<file path="src/hw/rtl/rdbi_pkg.sv">
// types, constants and microprogram for the degree-4 base inversion block
package rdbi_pkg;

  localparam int LEAF_COUNT = 192;
  localparam int LEAF_AW    = (LEAF_COUNT > 1) ? $clog2(LEAF_COUNT) : 1;

  localparam int unsigned Q        = 3457;
  localparam int unsigned HALF_Q   = Q / 2;
  localparam int unsigned RINV     = 2775;
  localparam int unsigned SCALE    = 3310;
  localparam int unsigned EXP_BITS = 12;
  localparam int unsigned EXP      = Q - 2;
  localparam int unsigned BARRETT  = (1 << 24) / Q;
  localparam int unsigned COEF_BIAS = 10 * Q;

  localparam int PC_W = 7;
  localparam logic [PC_W-1:0] PROG_LAST = PC_W'(65);

  typedef struct packed {
    logic               command;
    logic [7:0]         leaf_index;
    logic signed [15:0] coef_zero;
    logic signed [15:0] coef_one;
    logic signed [15:0] coef_two;
    logic signed [15:0] coef_three;
    logic [11:0]        root_mont;
  } rdbi_in_t;

  typedef struct packed {
    logic signed [11:0] out_zero;
    logic signed [11:0] out_one;
    logic signed [11:0] out_two;
    logic signed [11:0] out_three;
    logic               leaf_failed;
    logic               batch_failed;
  } rdbi_out_t;

  typedef enum logic {
    CMD_INVERT = 1'b0,
    CMD_READ   = 1'b1
  } rdbi_cmd_e;

  typedef enum logic [1:0] {
    OP_LD  = 2'd0,
    OP_MUL = 2'd1,
    OP_ADD = 2'd2,
    OP_SUB = 2'd3
  } rdbi_op_e;

  typedef enum logic [2:0] {
    ST_IDLE,
    ST_DECODE,
    ST_ISSUE,
    ST_EX1,
    ST_EX2,
    ST_EX3,
    ST_RDMEM,
    ST_DONE
  } rdbi_state_e;

  typedef struct packed {
    rdbi_op_e    op;
    logic [3:0]  dst;
    logic [3:0]  ra;
    logic [3:0]  rb;
    logic        imm_a;
    logic        imm_b;
    logic [11:0] imm;
    logic        tst;
    logic        res;
  } rdbi_instr_t;

  typedef struct packed {
    logic            ld_in;
    logic            rf_rd;
    logic            ex1;
    logic            ex2;
    logic            ex3;
    logic            mem_rd;
    logic            finish;
    logic [PC_W-1:0] pc;
  } rdbi_cmd_t;

  typedef struct packed {
    logic is_read;
  } rdbi_sts_t;

  // register file slots
  localparam logic [3:0] R_A0  = 4'd0;
  localparam logic [3:0] R_A1  = 4'd1;
  localparam logic [3:0] R_A2  = 4'd2;
  localparam logic [3:0] R_A3  = 4'd3;
  localparam logic [3:0] R_LAM = 4'd4;
  localparam logic [3:0] R_T0  = 4'd5;
  localparam logic [3:0] R_T1  = 4'd6;
  localparam logic [3:0] R_B   = 4'd7;
  localparam logic [3:0] R_ACC = 4'd8;
  localparam logic [3:0] R_X   = 4'd9;
  localparam logic [3:0] R_Y   = 4'd10;
  localparam logic [3:0] R_N0  = 4'd12;
  localparam logic [3:0] R_N1  = 4'd13;
  localparam logic [3:0] R_N2  = 4'd14;
  localparam logic [3:0] R_N3  = 4'd15;

  // load source selectors
  localparam logic [3:0] SRC_C0  = 4'd0;
  localparam logic [3:0] SRC_C1  = 4'd1;
  localparam logic [3:0] SRC_C2  = 4'd2;
  localparam logic [3:0] SRC_C3  = 4'd3;
  localparam logic [3:0] SRC_LAM = 4'd4;

  function automatic rdbi_instr_t ins(rdbi_op_e op, logic [3:0] d, logic [3:0] a,
                                      logic [3:0] b, logic ia, logic ib,
                                      logic [11:0] k, logic t, logic r);
    rdbi_instr_t i;
    i.op = op; i.dst = d; i.ra = a; i.rb = b;
    i.imm_a = ia; i.imm_b = ib; i.imm = k; i.tst = t; i.res = r;
    return i;
  endfunction

  function automatic rdbi_instr_t rr(rdbi_op_e op, logic [3:0] d, logic [3:0] a,
                                     logic [3:0] b);
    return ins(op, d, a, b, 1'b0, 1'b0, 12'd0, 1'b0, 1'b0);
  endfunction

  function automatic rdbi_instr_t ldi(logic [3:0] d, logic [3:0] s);
    return ins(OP_LD, d, s, 4'd0, 1'b0, 1'b0, 12'd0, 1'b0, 1'b0);
  endfunction

  function automatic rdbi_instr_t neg(logic [3:0] d, logic [3:0] b);
    return ins(OP_SUB, d, 4'd0, b, 1'b1, 1'b0, 12'd0, 1'b0, 1'b0);
  endfunction

  function automatic rdbi_instr_t rdbi_prog(logic [PC_W-1:0] pc);
    rdbi_instr_t i;
    case (pc)
      7'd0:  i = ldi(R_A0, SRC_C0);
      7'd1:  i = ldi(R_A1, SRC_C1);
      7'd2:  i = ldi(R_A2, SRC_C2);
      7'd3:  i = ldi(R_A3, SRC_C3);
      7'd4:  i = ldi(R_LAM, SRC_LAM);
      7'd5:  i = ins(OP_MUL, R_LAM, R_LAM, 4'd0, 1'b0, 1'b1, 12'(RINV), 1'b0, 1'b0);
      // t0
      7'd6:  i = rr(OP_MUL, R_X, R_A2, R_A2);
      7'd7:  i = rr(OP_MUL, R_Y, R_A1, R_A3);
      7'd8:  i = rr(OP_SUB, R_X, R_X, R_Y);
      7'd9:  i = rr(OP_SUB, R_X, R_X, R_Y);
      7'd10: i = rr(OP_MUL, R_X, R_LAM, R_X);
      7'd11: i = rr(OP_MUL, R_Y, R_A0, R_A0);
      7'd12: i = rr(OP_ADD, R_T0, R_Y, R_X);
      // t1
      7'd13: i = rr(OP_MUL, R_X, R_A3, R_A3);
      7'd14: i = rr(OP_MUL, R_X, R_LAM, R_X);
      7'd15: i = rr(OP_MUL, R_Y, R_A1, R_A1);
      7'd16: i = rr(OP_ADD, R_X, R_X, R_Y);
      7'd17: i = rr(OP_MUL, R_Y, R_A0, R_A2);
      7'd18: i = rr(OP_SUB, R_X, R_X, R_Y);
      7'd19: i = rr(OP_SUB, R_T1, R_X, R_Y);
      // determinant
      7'd20: i = rr(OP_MUL, R_X, R_T1, R_T1);
      7'd21: i = rr(OP_MUL, R_X, R_LAM, R_X);
      7'd22: i = rr(OP_MUL, R_Y, R_T0, R_T0);
      7'd23: i = ins(OP_SUB, R_B, R_Y, R_X, 1'b0, 1'b0, 12'd0, 1'b1, 1'b0);
      // inverse by square and multiply, exponent bits lsb first
      7'd24: i = ins(OP_ADD, R_ACC, R_B, 4'd0, 1'b0, 1'b1, 12'd0, 1'b0, 1'b0);
      7'd25: i = rr(OP_MUL, R_B, R_B, R_B);
      7'd26: i = rr(OP_MUL, R_ACC, R_ACC, R_B);
      7'd27: i = rr(OP_MUL, R_B, R_B, R_B);
      7'd28: i = rr(OP_MUL, R_ACC, R_ACC, R_B);
      7'd29: i = rr(OP_MUL, R_B, R_B, R_B);
      7'd30: i = rr(OP_MUL, R_ACC, R_ACC, R_B);
      7'd31: i = rr(OP_MUL, R_B, R_B, R_B);
      7'd32: i = rr(OP_MUL, R_ACC, R_ACC, R_B);
      7'd33: i = rr(OP_MUL, R_B, R_B, R_B);
      7'd34: i = rr(OP_MUL, R_ACC, R_ACC, R_B);
      7'd35: i = rr(OP_MUL, R_B, R_B, R_B);
      7'd36: i = rr(OP_MUL, R_ACC, R_ACC, R_B);
      7'd37: i = rr(OP_MUL, R_B, R_B, R_B);
      7'd38: i = rr(OP_MUL, R_B, R_B, R_B);
      7'd39: i = rr(OP_MUL, R_ACC, R_ACC, R_B);
      7'd40: i = rr(OP_MUL, R_B, R_B, R_B);
      7'd41: i = rr(OP_MUL, R_B, R_B, R_B);
      7'd42: i = rr(OP_MUL, R_ACC, R_ACC, R_B);
      7'd43: i = rr(OP_MUL, R_B, R_B, R_B);
      7'd44: i = rr(OP_MUL, R_ACC, R_ACC, R_B);
      7'd45: i = ins(OP_MUL, R_ACC, R_ACC, 4'd0, 1'b0, 1'b1, 12'(SCALE), 1'b0, 1'b0);
      // numerators
      7'd46: i = rr(OP_MUL, R_X, R_A2, R_T1);
      7'd47: i = rr(OP_MUL, R_X, R_LAM, R_X);
      7'd48: i = rr(OP_MUL, R_Y, R_A0, R_T0);
      7'd49: i = rr(OP_ADD, R_N0, R_Y, R_X);
      7'd50: i = rr(OP_MUL, R_X, R_A3, R_T1);
      7'd51: i = rr(OP_MUL, R_X, R_LAM, R_X);
      7'd52: i = rr(OP_MUL, R_Y, R_A1, R_T0);
      7'd53: i = rr(OP_ADD, R_X, R_X, R_Y);
      7'd54: i = neg(R_N1, R_X);
      7'd55: i = rr(OP_MUL, R_X, R_A2, R_T0);
      7'd56: i = rr(OP_MUL, R_Y, R_A0, R_T1);
      7'd57: i = rr(OP_ADD, R_N2, R_X, R_Y);
      7'd58: i = rr(OP_MUL, R_X, R_A1, R_T1);
      7'd59: i = rr(OP_MUL, R_Y, R_A3, R_T0);
      7'd60: i = rr(OP_ADD, R_X, R_X, R_Y);
      7'd61: i = neg(R_N3, R_X);
      // scale by inverse into result lanes
      7'd62: i = ins(OP_MUL, R_N0, R_N0, R_ACC, 1'b0, 1'b0, 12'd0, 1'b0, 1'b1);
      7'd63: i = ins(OP_MUL, R_N1, R_N1, R_ACC, 1'b0, 1'b0, 12'd0, 1'b0, 1'b1);
      7'd64: i = ins(OP_MUL, R_N2, R_N2, R_ACC, 1'b0, 1'b0, 12'd0, 1'b0, 1'b1);
      7'd65: i = ins(OP_MUL, R_N3, R_N3, R_ACC, 1'b0, 1'b0, 12'd0, 1'b0, 1'b1);
      default: i = rr(OP_ADD, R_X, R_X, R_X);
    endcase
    return i;
  endfunction

endpackage

</file>
<file path="src/hw/rtl/rdbi_ctrl.sv">
// controller: sequences the microprogram and the item handshakes
module rdbi_ctrl (
  input  logic                clk_i,
  input  logic                rst_ni,
  input  logic                in_valid_i,
  output logic                in_stall_o,
  output logic                out_valid_o,
  input  logic                out_stall_i,
  output rdbi_pkg::rdbi_cmd_t cmd_o,
  input  rdbi_pkg::rdbi_sts_t sts_i
);
  import rdbi_pkg::*;

  rdbi_state_e     state_q, state_d;
  logic [PC_W-1:0] pc_q, pc_d;
  logic            out_valid_q, out_valid_d;
  logic            slot_free;

  assign slot_free = !out_valid_q || !out_stall_i;

  always_ff @(posedge clk_i or negedge rst_ni) begin
    if (!rst_ni) begin
      state_q     <= ST_IDLE;
      pc_q        <= '0;
      out_valid_q <= 1'b0;
    end else begin
      state_q     <= state_d;
      pc_q        <= pc_d;
      out_valid_q <= out_valid_d;
    end
  end

  always_comb begin
    state_d     = state_q;
    pc_d        = pc_q;
    out_valid_d = out_valid_q && out_stall_i;
    cmd_o       = '0;
    cmd_o.pc    = pc_q;
    in_stall_o  = (state_q != ST_IDLE);
    case (state_q)
      ST_IDLE: begin
        if (in_valid_i) begin
          cmd_o.ld_in = 1'b1;
          state_d     = ST_DECODE;
        end
      end
      ST_DECODE: begin
        pc_d    = '0;
        state_d = sts_i.is_read ? ST_RDMEM : ST_ISSUE;
      end
      ST_ISSUE: begin
        cmd_o.rf_rd = 1'b1;
        state_d     = ST_EX1;
      end
      ST_EX1: begin
        cmd_o.ex1 = 1'b1;
        state_d   = ST_EX2;
      end
      ST_EX2: begin
        cmd_o.ex2 = 1'b1;
        state_d   = ST_EX3;
      end
      ST_EX3: begin
        cmd_o.ex3 = 1'b1;
        if (pc_q == PROG_LAST) begin
          state_d = ST_DONE;
        end else begin
          pc_d    = pc_q + 1'b1;
          state_d = ST_ISSUE;
        end
      end
      ST_RDMEM: begin
        cmd_o.mem_rd = 1'b1;
        state_d      = ST_DONE;
      end
      ST_DONE: begin
        if (slot_free) begin
          cmd_o.finish = 1'b1;
          out_valid_d  = 1'b1;
          state_d      = ST_IDLE;
        end
      end
      default: state_d = ST_IDLE;
    endcase
  end

  assign out_valid_o = out_valid_q;

  assert property (@(posedge clk_i) disable iff (!rst_ni) pc_q <= PROG_LAST)
    else $error("program counter past end");
  assert property (@(posedge clk_i) disable iff (!rst_ni)
    (state_q == ST_EX3 && pc_q == PROG_LAST) |=> state_q == ST_DONE)
    else $error("program end not followed by done");
  assert property (@(posedge clk_i) disable iff (!rst_ni)
    (state_q == ST_DONE && slot_free) |=> (out_valid_q && state_q == ST_IDLE))
    else $error("finished item not presented");

endmodule

</file>
<file path="config.mk">
export PLATFORM = sky130hd
export DESIGN_NAME = rdbi_ctrl
export DESIGN_NICKNAME = d
export VERILOG_FILES = /design/src/hw/rtl/rdbi_pkg.sv /design/src/hw/rtl/rdbi_ctrl.sv
export SDC_FILE = /design/constraint.sdc
export NUM_CORES = 1
export LEC_CHECK = 0
export ABC_AREA = 1
export CAP_MARGIN = 20
export CELL_PAD_IN_SITES_DETAIL_PLACEMENT = 0
export CELL_PAD_IN_SITES_GLOBAL_PLACEMENT = 1
export CORE_UTILIZATION = 44
export CTS_CLUSTER_DIAMETER = 40
export DETAILED_ROUTE_END_ITERATION = 8
export DONT_BUFFER_PORTS = 1
export GPL_TIMING_DRIVEN = 0
export PLACE_DENSITY_LB_ADDON = 0.1
export SYNTH_ARGS = -nofsm -noshare
export SYNTH_HDL_FRONTEND = slang
export SYNTH_SLANG_ARGS = --single-unit
</file>
<file path="constraint.sdc">
create_clock -name clk_i -period 2.1 [get_ports clk_i]
set_input_delay 0.42 -clock clk_i [delete_from_list [all_inputs] [get_ports clk_i]]
set_output_delay 0.42 -clock clk_i [all_outputs]
set_load 0.05 [all_outputs]
</file>
==> summary.md, run 1 <==
| Metric | Value |
|---|---|
| WHS Path Cells | 2 |
| CP Launch Type | register |
| Final total power | about 0.00036 W |
| Number of global-route vias before repair | 485 |
| Power Density | 483 mW/mm^2 |
| Worst min path class | in2reg |
| Max-Slew Margin vs Limit | 41.4% |
| Clock skew | 0.00362 ns |
| Setup ws final | 0.0794 ns |
| Critical path type | reg2out |
| Clk pin slew, worst setup/hold paths | 0.07 ns |
| First-pass DRT Iterations | 4 |
| Io pins | 21 |
| Slew @ Worst Pin | 0.876 ns |
| Leak pwr | 0.371 nW |
| Sequential-to-total area share from yosys stat | between 40 and 50% |
| Unique masters post-synth | 20 |
| Cell Area, Synth | between 600 and 700 um^2 |
| Fraction of layout instances using a drive strength above 1 | 15.6% |
| Main combinational cell family by area after synthesis | simple AND/OR/NAND/NOR gates |
| RSZ-0062 raised after global routing | yes |
| Yosys Warn Count | 0 |
| Net count, final | 104 |
| Critical path capture point type | output pin |
| Starting Density | 49.3% |
| Tot GR Track Use | between 10% and 20% |
| Ant diodes | 0 |
| Core Box Area | 0.00137 mm^2 |
| Area after DPL | 702 um^2 |
| Chip Width | 41.1 um |
| CTS Buf Count | 3 |
| Final setup vio count | 0 |
| Arr. time, crit path | approximately 1.6 ns |
| Remaining DRCs | 0 |
| Period utilization | 96.2% |
| Reg2reg path depth | 9 |
| Routability Congestion | 0.702 |
| Worst path required time | 1.68 ns |
| Area growth from synthesis to layout | 11.2% |
| Routed WL | between 1 and 1.5 mm |
| CP Max Fanout | 8 |
| H-tree depth | 1 |
| Mean Syn Cell Area | 7.48 um^2 |
| CTS tree | done |
| R2r setup slk | about 0.4 ns |
| Via/cell ratio | 5.00 |
| DIE HEIGHT | 41.1 um |
| Multi-input logic area | 345 um^2 |
| Post-synth net total | 97 |
| Global-route wire length before repair | 2.01 mm |
| Xor/xnor cell area share of the yosys netlist | 3.90% |
| Largest net degree at the start of global routing | 12 |
| Die ar. | about 0.0017 mm^2 |
| Cells after DPL | 106 |
| Commonest non-fill, non-tap cells in the layout | nand2_1 (16), nand3_1 (16), nor2_1 (12), dfrtp_1 (11), inv_1 (10) |
| Clock sink count | 11 |
| Status | completed |
| Clock latency on the worst-skew pair | 0.27 ns |
| I/O Buffers | 0 |
| Root Buffer | clkbuf_4 |
| R2r startpoint | pc_q[1] |
| Mux contribution to synthesized area | 0% |
| Synth Register Bits | 11 |
| Hold endpoint | out_valid_o |
| FMAX | about 0.5 GHz |
| Synth Area in Adders | 3.72% |
| Core Util, Final | 54.8% |
| DP HPWL | 946 um |
| Rows | 13 |
| Hold path startpoint | out_stall_i |
| Layout Cell Area excl Fill | ~750 um^2 |
| VDD IR max | 448 uV |
| Per-cell routed wire length | about 11 um |
| Starting DRT DRC Count | 12 |
| Register area | roughly 280 um^2 |
| Synth Area in Simple Gates | 34.6% |
| Number of hold violations in the final report | 0 |
| Max-Cap Viols | 0 |
| Post-route ant nets | 0 |
| GRT overflow | 0 |
| Pins Over Slew Limit | 0 |
| Critical R2R Capture | pc_q[0] |
| Pre-CTS WS | 0.125 ns |
| Non-filler instance count after layout | 111 |
| Clk buf depth | 2 |
| Fillcell total | between 100 and 150 |
| Compound-Gate Fraction of Synth Area | 7.25% |
| Clock period minus worst slack | roughly 2 ns |
| Mapped Cells | 90 |
| Initial antenna violation count | 0 |
| Vias | 555 |
==> worst max-delay path, stage by stage, from the launching register on <==
cell and delay, ns:
dfrtp_1 0.35, buf_2 0.17, inv_1 0.06, nand2_1 0.07
nor2_1 0.68
==> state kept, by name, summed over array words and instances, names as in the netlist <==
name         cells
state_q          3
pc_q             7
out_valid_o      1
==> worst max path at each step <==
stage	startpoint	to	cells past startpoint
2_1_floorplan	state_q[0]	cmd_o[12]	2
3_3_place_gp	state_q[0]	cmd_o[12]	2
3_5_place_dp	state_q[0]	cmd_o[13]	4
4_1_cts	state_q[0]	cmd_o[13]	4
5_1_grt	state_q[0]	cmd_o[10]	4
6_report	state_q[0]	cmd_o[8]	4
==> repair_timing <==
action | 4_1_cts | 5_1_grt
cloned | 0 | 0
endpoints found under the setup margin | 2 | 3
buffers inserted | 0 | 0
hold endpoints to repair | 11 | 0
pin swaps | 0 | 1
hold buffers | 1 | 0
gates resized for setup | 2 | 1
==> through the flow <==
step	hold WS, ns	TNS (ns)
floorplan	0.124	0
global placement	0.125	0
detailed placement	0.125	0
CTS	0.282	-0.0434
global route	0.283	-0.0838
finish	0.291	0
==> synth_stat cells <==
master / count / area share [%]
nand3b_1: 1 / 1.1
nand3_4: 1 / 2.6
xor2_1: 2 / 2.6
nand2_1: 17 / 9.5
inv_2: 3 / 1.7
dfrtp_1: 11 / 41
nor2_1: 14 / 7.8
buf_6: 1 / 1.7
a21oi_1: 1 / 0.74
o21ai_1: 2 / 1.5
o21ai_2: 1 / 1.3
inv_1: 10 / 5.6
buf_2: 1 / 0.74
o21bai_1: 2 / 2.2
nand2_2: 1 / 0.93
nand3_1: 16 / 12
xnor2_1: 1 / 1.3
ha_1: 2 / 3.7
nor3_1: 1 / 0.74
o21ai_0: 2 / 1.5
==> layout make-up <==
cell class / count / share of cell area [%]
plain buffers: 2 / 2.17
clock buffers: 4 / 3.51
inverters: 13 / 6.52
multi-input cells: 64 / 46.2
flip-flops and latches: 11 / 36.8
well taps: 15 / 2.51
repair buffers: 2 / 2.34
==> power breakdown <==
part / leakage (nW) / switching (W) / internal, W
Combinational: 0.217 / 0.00000491 / 0.00000149
Sequential: 0.139 / 0.000000000000000000378 / 0.000212
Clock: 0.0150 / 0.0000698 / 0.0000735
==> logic make-up (layout without fill, tap and decap cells) <==
kind of cell / after synthesis / in the layout
AO/OA/AOI/OAI: 8 / 8
XOR/XNOR: 3 / 3
adder cells (fa/ha/maj): 2 / 2
buffers and inverters: 15 / 21
flip-flops: 11 / 11
AND/OR/NAND/NOR: 51 / 51
==> metal layers <==
| layer | GRT usage (%) | vias to the layer above | routed length [um] |
|---|---|---|---|
| li1 | - | 299 | - |
| met1 | 25.2 | 239 | 650 |
| met2 | 25.8 | 15 | 531 |
| met3 | 10.3 | 2 | 79 |
| met4 | 4.84 | 0 | 6 |
| met5 | 0 | - | 0 |
Note: power is estimated with default switching activity, not from simulation.
==> inputs of run 2 (changes only) <==
--- a/config.mk
+++ b/config.mk
@@ -15,6 +15,7 @@
 export DONT_BUFFER_PORTS = 1
 export GPL_TIMING_DRIVEN = 0
 export PLACE_DENSITY_LB_ADDON = 0.1
+export REMOVE_ABC_BUFFERS = 1
 export SYNTH_ARGS = -nofsm -noshare
 export SYNTH_HDL_FRONTEND = slang
 export SYNTH_SLANG_ARGS = --single-unit
==> summary.md, run 2 (synthesized netlist as in run 1, its figures left out) <==
| Metric | Value |
|---|---|
| Status | completed |
| Clock sink count | 11 (unchanged) |
| Clk pin slew, worst setup/hold paths | 0.06 ns (about the same) |
| Starting Density | 49.3% (unchanged) |
| Vias | 561 (+1.1%) |
| Post-CTS setup buffer count | 0 (unchanged) |
| Setup ws final | 0.0904 ns (+0.0110 ns) |
| CTS Buf Count | 3 (unchanged) |
| Period utilization | 95.7% (-0.52 points) |
| Fraction of layout instances using a drive strength above 1 | 13.8% (-1.8 points) |
| GRT overflow | 0 (unchanged) |
| Clock period minus worst slack | 2.01 ns (-0.0110 ns) |
| DIE HEIGHT | 41.1 um (unchanged) |
| Starting DRT DRC Count | 9 (-3) |
| I/O Buffers | 0 (unchanged) |
| M3 GR Usage | 8.70% (-1.6 points) |
| Max-Slew Margin vs Limit | 41.5% (+0.13 points) |
| Core Box Area | 0.00137 mm^2 (unchanged) |
| Clk buf depth | 2 (unchanged) |
| Ant diodes | 0 (unchanged) |
| Via/cell ratio | 5.15 (+2.9%) |
| Chip Width | 41.1 um (unchanged) |
| Number of hold violations in the final report | 0 (unchanged) |
| VDD IR max | 414 uV (-7.7%) |
| Pins Over Slew Limit | 0 (unchanged) |
| RSZ-0062 raised after global routing | yes |
| FMAX | 0.498 GHz (+0.55%) |
| CP Launch Type | register |
| Fillcell total | 148 (+7.2%) |
| First-pass DRT Iterations | 3 (-1) |
| CTS tree | done |
| Max-Cap Viols | 0 (unchanged) |
| Global Route met1 Usage | 23.8% (-1.4 points) |
| Setup tns final | 0 ns (unchanged) |
| Area growth from synthesis to layout | 8.74% |
| Clock skew | 0.00133 ns (-0.00228 ns) |
| Gr busiest metal | met2 |
| Global-route wire length before repair | 1.90 mm (-5.5%) |
| H-tree depth | 1 (unchanged) |
| Number of global-route vias before repair | 455 (-6.2%) |
| Clock latency on the worst-skew pair | 0.26 ns (about the same) |
| Remaining DRCs | 0 (unchanged) |
| Pre-CTS WS | -0.0678 ns (-0.193 ns) |
| Power Density | 486 mW/mm^2 (+0.54%) |
| Slew @ Worst Pin | 0.874 ns (-0.00196 ns) |
| Die ar. | 0.00169 mm^2 (unchanged) |
| Commonest non-fill, non-tap cells in the layout | nand2_1 (16), nand3_1 (16), nor2_1 (12), dfrtp_1 (11), inv_1 (10) |
| Per-cell routed wire length | 12.1 um (+5.8%) |
| Met2 usage | 24.6% (-1.2 points) |
| Io pins | 21 (unchanged) |
| Max reg flops | 7 (unchanged) |
| Rows | 13 (unchanged) |
| Area after DPL | 683 um^2 (-2.7%) |
| Leak pwr | 0.360 nW (-3.1%) |
| Core Util, Final | 53.6% (-1.2 points) |
| Post-route ant nets | 0 (unchanged) |
| Largest register by flop count | pc_q |
| Final setup vio count | 0 (unchanged) |
| Critical path capture point type | output pin |
| Routability Congestion | 0.706 (+0.57%) |
| Largest net degree at the start of global routing | 12 (unchanged) |
| Initial antenna violation count | 0 (unchanged) |
| Root Buffer | clkbuf_4 |
| Routed WL | 1.32 mm (+3.9%) |
| Critical path type | reg2out |
| Worst path required time | 1.68 ns (about the same) |
| Worst min path class | in2reg |
| Layout Cell Area excl Fill | 732 um^2 (-2.2%) |
| Arr. time, crit path | 1.59 ns (about the same) |
| Tot GR Track Use | 18.0% (-0.81 points) |
| Net count, final | 102 (-1.9%) |
| CP Max Fanout | 8 (unchanged) |
| DP HPWL | 961 um (+1.6%) |
-- run 2: cell types whose count changed in the layout (fill, tap and decap cells not counted) --
| cell | before | now |
|---|---|---|
| buf_6 | 1 | 0 |
| buf_2 | 1 | 0 |
-- run 2: path summary, 6_finish.rpt --
check                            startpoint     endpoint  slack, ns  cells past startpoint
worst max-delay path             state_q[0]    cmd_o[10]       0.09                      3
worst max register to register      pc_q[0]      pc_q[6]       0.41                      8
min in group asynchronous            rst_ni      pc_q[1]       0.56                      1
worst min register to register   state_q[1]   state_q[1]       0.62                      2
max in group asynchronous            rst_ni   state_q[2]       1.21                      1
worst min-delay path            out_stall_i  out_valid_o       0.29                      2
-- run 2: stage by stage --
stage | total power [W] | hold WS [ns] | std cells
after floorplan | 0.000216 | 0.124 | 88
after global placement | 0.000216 | 0.125 | 103
after detailed placement | 0.000217 | 0.125 | 104
after CTS | 0.000364 | 0.279 | 109
after global routing | 0.000370 | 0.299 | 109
final | 0.000355 | 0.291 | 109
-- run 2: report_power, final --
group	internal (W)	switching, W
clock network	0.0000734	0.0000638
logic	0.00000149	0.00000494
registers	0.000212	0.000000000000000000375
-- run 2: cell type report --
| type | instances | area [um^2] | share of cell area, % |
|---|---|---|---|
| Multi-Input combinational cell | 64 | 345 | 47.2 |
| Timing Repair Buffer | 2 | 17.5 | 2.39 |
| Clock buffer | 4 | 26.3 | 3.59 |
| Tap cell | 15 | 18.8 | 2.56 |
| Sequential cell | 11 | 275 | 37.6 |
| Inverter | 13 | 48.8 | 6.67 |
-- run 2: metal layers --
metal / vias to the layer above / routed length, um
met5: - / 0
met4: 0 / 6
met1: 243 / 700
met2: 17 / 529
met3: 2 / 81
li1: 299 / -
-- run 2: timing repair --
| item | in CTS | in global routing |
|---|---|---|
| gates resized for setup | 3 | 1 |
| hold buffers | 1 | 0 |
| hold endpoints to repair | 11 | 0 |
| pin swaps | 0 | 1 |
| endpoints found under the setup margin | 2 | 3 |
-- run 2: critical path: stages (launching register included) --
cell and delay [ns]:
dfrtp_1 0.48, inv_1 0.09, nand2_1 0.08, nor2_1 0.68
==> inputs of run 3 (changes only) <==
--- a/config.mk
+++ b/config.mk
@@ -5,11 +5,10 @@
 export SDC_FILE = /design/constraint.sdc
 export NUM_CORES = 1
 export LEC_CHECK = 0
-export ABC_AREA = 1
 export CAP_MARGIN = 20
 export CELL_PAD_IN_SITES_DETAIL_PLACEMENT = 0
 export CELL_PAD_IN_SITES_GLOBAL_PLACEMENT = 1
-export CORE_UTILIZATION = 44
+export CORE_UTILIZATION = 45
 export CTS_CLUSTER_DIAMETER = 40
 export DETAILED_ROUTE_END_ITERATION = 8
 export DONT_BUFFER_PORTS = 1
==> summary.md, run 3 <==
| Metric | Value |
|---|---|
| Status | completed |
| Clock period minus worst slack | 2.04 ns (+0.0311 ns) |
| Main synth FF type | dfrtp_1 |
| DP HPWL | 991 um (+3.1%) |
| Rows | 13 (unchanged) |
| Critical path type | reg2out |
| DIE HEIGHT | 41.6 um (+1.2%) |
| Sequential-to-total area share from yosys stat | 39.0% (-1.9 points) |
| Largest register by flop count | pc_q |
| Xor/xnor cell area share of the yosys netlist | 0% (-3.9 points) |
| Mux contribution to synthesized area | 0% (unchanged) |
| Yosys Warn Count | 0 (unchanged) |
| Final setup vio count | 0 (unchanged) |
| Cell with the most instances after synthesis | dfrtp_1 |
| Pins Over Slew Limit | 0 (unchanged) |
| Leading cell type in the layout, fill and taps excluded | nand2_1 |
| I/O Buffers | 0 (unchanged) |
| Core Util, Final | 56.7% (+3.2 points) |
| Clk pin slew, worst setup/hold paths | 0.08 ns (+0.02 ns) |
| Setup ws final | 0.0594 ns (-0.0311 ns) |
| Synth Area in Adders | 3.55% (-0.17 points) |
| Post-route ant nets | 0 (unchanged) |
| Clock latency on the worst-skew pair | 0.27 ns (about the same) |
| Die ar. | 0.00173 mm^2 (+2.4%) |
| Power Density | 1770 mW/mm^2 (+270%) |
| Clock sink count | 11 (unchanged) |
| GRT overflow | 0 (unchanged) |
| Cell taking the most area after synthesis | dfrtp_1 |
| Max-Slew Margin vs Limit | 44.8% (+3.2 points) |
| Synth top area share | 39.0% (-1.9 points) |
| Global-route wire length before repair | 2.62 mm (+38%) |
| Commonest non-fill, non-tap cells in the layout | nand2_1 (10), dfrtp_1 (9), nand3_1 (6), nor2_1 (4) |
| Synth Register Bits | 11 (unchanged) |
| Max reg flops | 7 (unchanged) |
| Pre-CTS WS | -0.367 ns (-0.299 ns) |
| Initial antenna violation count | 0 (unchanged) |
| CTS Buf Count | 3 (unchanged) |
| Net count, final | 90 (-12%) |
| Ant diodes | 0 (unchanged) |
| Routed WL | 1.57 mm (+19%) |
| Number of hold violations in the final report | 0 (unchanged) |
| Fillcell total | 121 (-18%) |
| Per-cell routed wire length | 16.2 um (+34%) |
| First-pass DRT Iterations | 5 (+2) |
| Max-Cap Viols | 0 (unchanged) |
| Async SR Flop Fraction | 100% (unchanged) |
| Area growth from synthesis to layout | 11.2% |
| RSZ-0062 raised after global routing | no |
| CTS tree | done |
| CP Max Fanout | 11 (+3) |
| VDD IR max | 907 uV (+120%) |
| Cell Area, Synth | 706 um^2 (+4.8%) |
| Fraction of layout instances using a drive strength above 1 | 22.0% (+8.1 points) |
| Starting DRT DRC Count | 9 (unchanged) |
| Remaining DRCs | 0 (unchanged) |
| Tot GR Track Use | 19.5% (+1.6 points) |
| Mapped Cells | 81 (-10%) |
| FMAX | 0.490 GHz (-1.5%) |
| Core Box Area | 0.00138 mm^2 (+1.2%) |
| Arr. time, crit path | 1.62 ns (+0.03 ns) |
| Period utilization | 97.2% (+1.5 points) |
| Clock skew | 0.00705 ns (+0.00572 ns) |
| Main combinational cell family by area after synthesis | simple AND/OR/NAND/NOR gates |
| Compound-Gate Fraction of Synth Area | 18.1% (+11 points) |
| Routability Congestion | 0.686 (-2.7%) |
| Root Buffer | clkbuf_4 |
| Starting Density | 51.0% (+1.8 points) |
| Critical path capture point type | output pin |
| EDFF count, synth | 0 (unchanged) |
| Worst min path class | in2reg |
| Io pins | 21 (unchanged) |
| Mean Syn Cell Area | 8.71 um^2 (+16%) |
| H-tree depth | 1 (unchanged) |
| Worst path required time | 1.68 ns (about the same) |
| Commonest cells post-synth | dfrtp_1 (11), nand2_1 (10), nor2_1 (8) |
| Largest net degree at the start of global routing | 26 (+14) |
| Slew @ Worst Pin | 0.825 ns (-0.0488 ns) |
| Dominant cells by area after synthesis | dfrtp_1 (39%), nand2_1 (5.3%), nand3_1 (4.3%), nor2_1 (4.3%), ha_1 (3.5%) |
| Chip Width | 41.6 um (+1.2%) |
| Number of global-route vias before repair | 547 (+20%) |
| Clk buf depth | 2 (unchanged) |
| Vias | 625 (+11%) |
| Leak pwr | 0.318 nW (-12%) |
| Via/cell ratio | 6.44 (+25%) |
| Hold Worst Slack | 0.283 ns (-0.00746 ns) |
| CP Launch Type | register |
| Synth Area in Simple Gates | 35.1% (+0.53 points) |
| Unique masters post-synth | 34 (+70%) |
run 3: worst paths after layout:
kind | from | endpoint | slack [ns] | depth (start not counted)
max | state_q[0] | cmd_o[13] | 0.06 | 2
min | out_stall_i | out_valid_o | 0.28 | 1
max reg2reg | pc_q[2] | pc_q[0] | 0.13 | 3
min reg2reg | state_q[1] | state_q[1] | 0.74 | 2
max in group asynchronous | rst_ni | state_q[2] | 1.16 | 1
min in group asynchronous | rst_ni | pc_q[6] | 0.55 | 1
run 3: power breakdown:
part | switching, W | internal, W | total [W]
sequential | 0.000320 | 0.000291 | 0.000611
clock | 0.0000768 | 0.0000735 | 0.000150
combinational | 0.000423 | 0.000206 | 0.000629
run 3: metrics by stage:
stage	area [um^2]	power (W)	TNS [ns]	cells
after floorplan	687	0.00109	-0.288	76
after global placement	706	0.00118	-0.603	91
after detailed placement	711	0.00120	-0.367	91
after CTS	766	0.00138	0	96
after global routing	785	0.00149	0	97
final	785	0.00139	0	97
run 3: final cells by class:
type	instances	area (um^2)	share of cell area, %
Multi-Input combinational cell	62	430	54.9
Sequential cell	11	280	35.7
Clock buffer	4	26.3	3.35
Tap cell	15	18.8	2.39
Timing Repair Buffer	2	17.5	2.23
Inverter	3	11.3	1.44
run 3: logic make-up after synthesis:
| family | count (synthesis) |
|---|---|
| simple gates | 44 |
| compound gates | 16 |
| buf+inv | 8 |
| fa+ha+maj | 2 |
| flops | 11 |
run 3: repair_timing:
action,in CTS,in global routing
pin swaps,0,1
setup endpoints to repair,5,4
hold buffers,1,0
endpoints found under the hold margin,11,0
gates resized for setup,6,4
cloned,0,0
setup buffers,0,1
run 3: critical path: stages (launching register included):
cell and delay, ns:
dfrtp_1 0.49, or3_4 0.53, nor2_4 0.32
run 3: metal layers:
| layer | vias to the layer above | wire, um | global-route usage [%] |
|---|---|---|---|
| li1 | 298 | - | - |
| met1 | 301 | 726 | 28.4 |
| met2 | 22 | 747 | 26.9 |
| met3 | 4 | 77 | 4.35 |
| met4 | 0 | 21 | 9.68 |
| met5 | - | 0 | 0 |
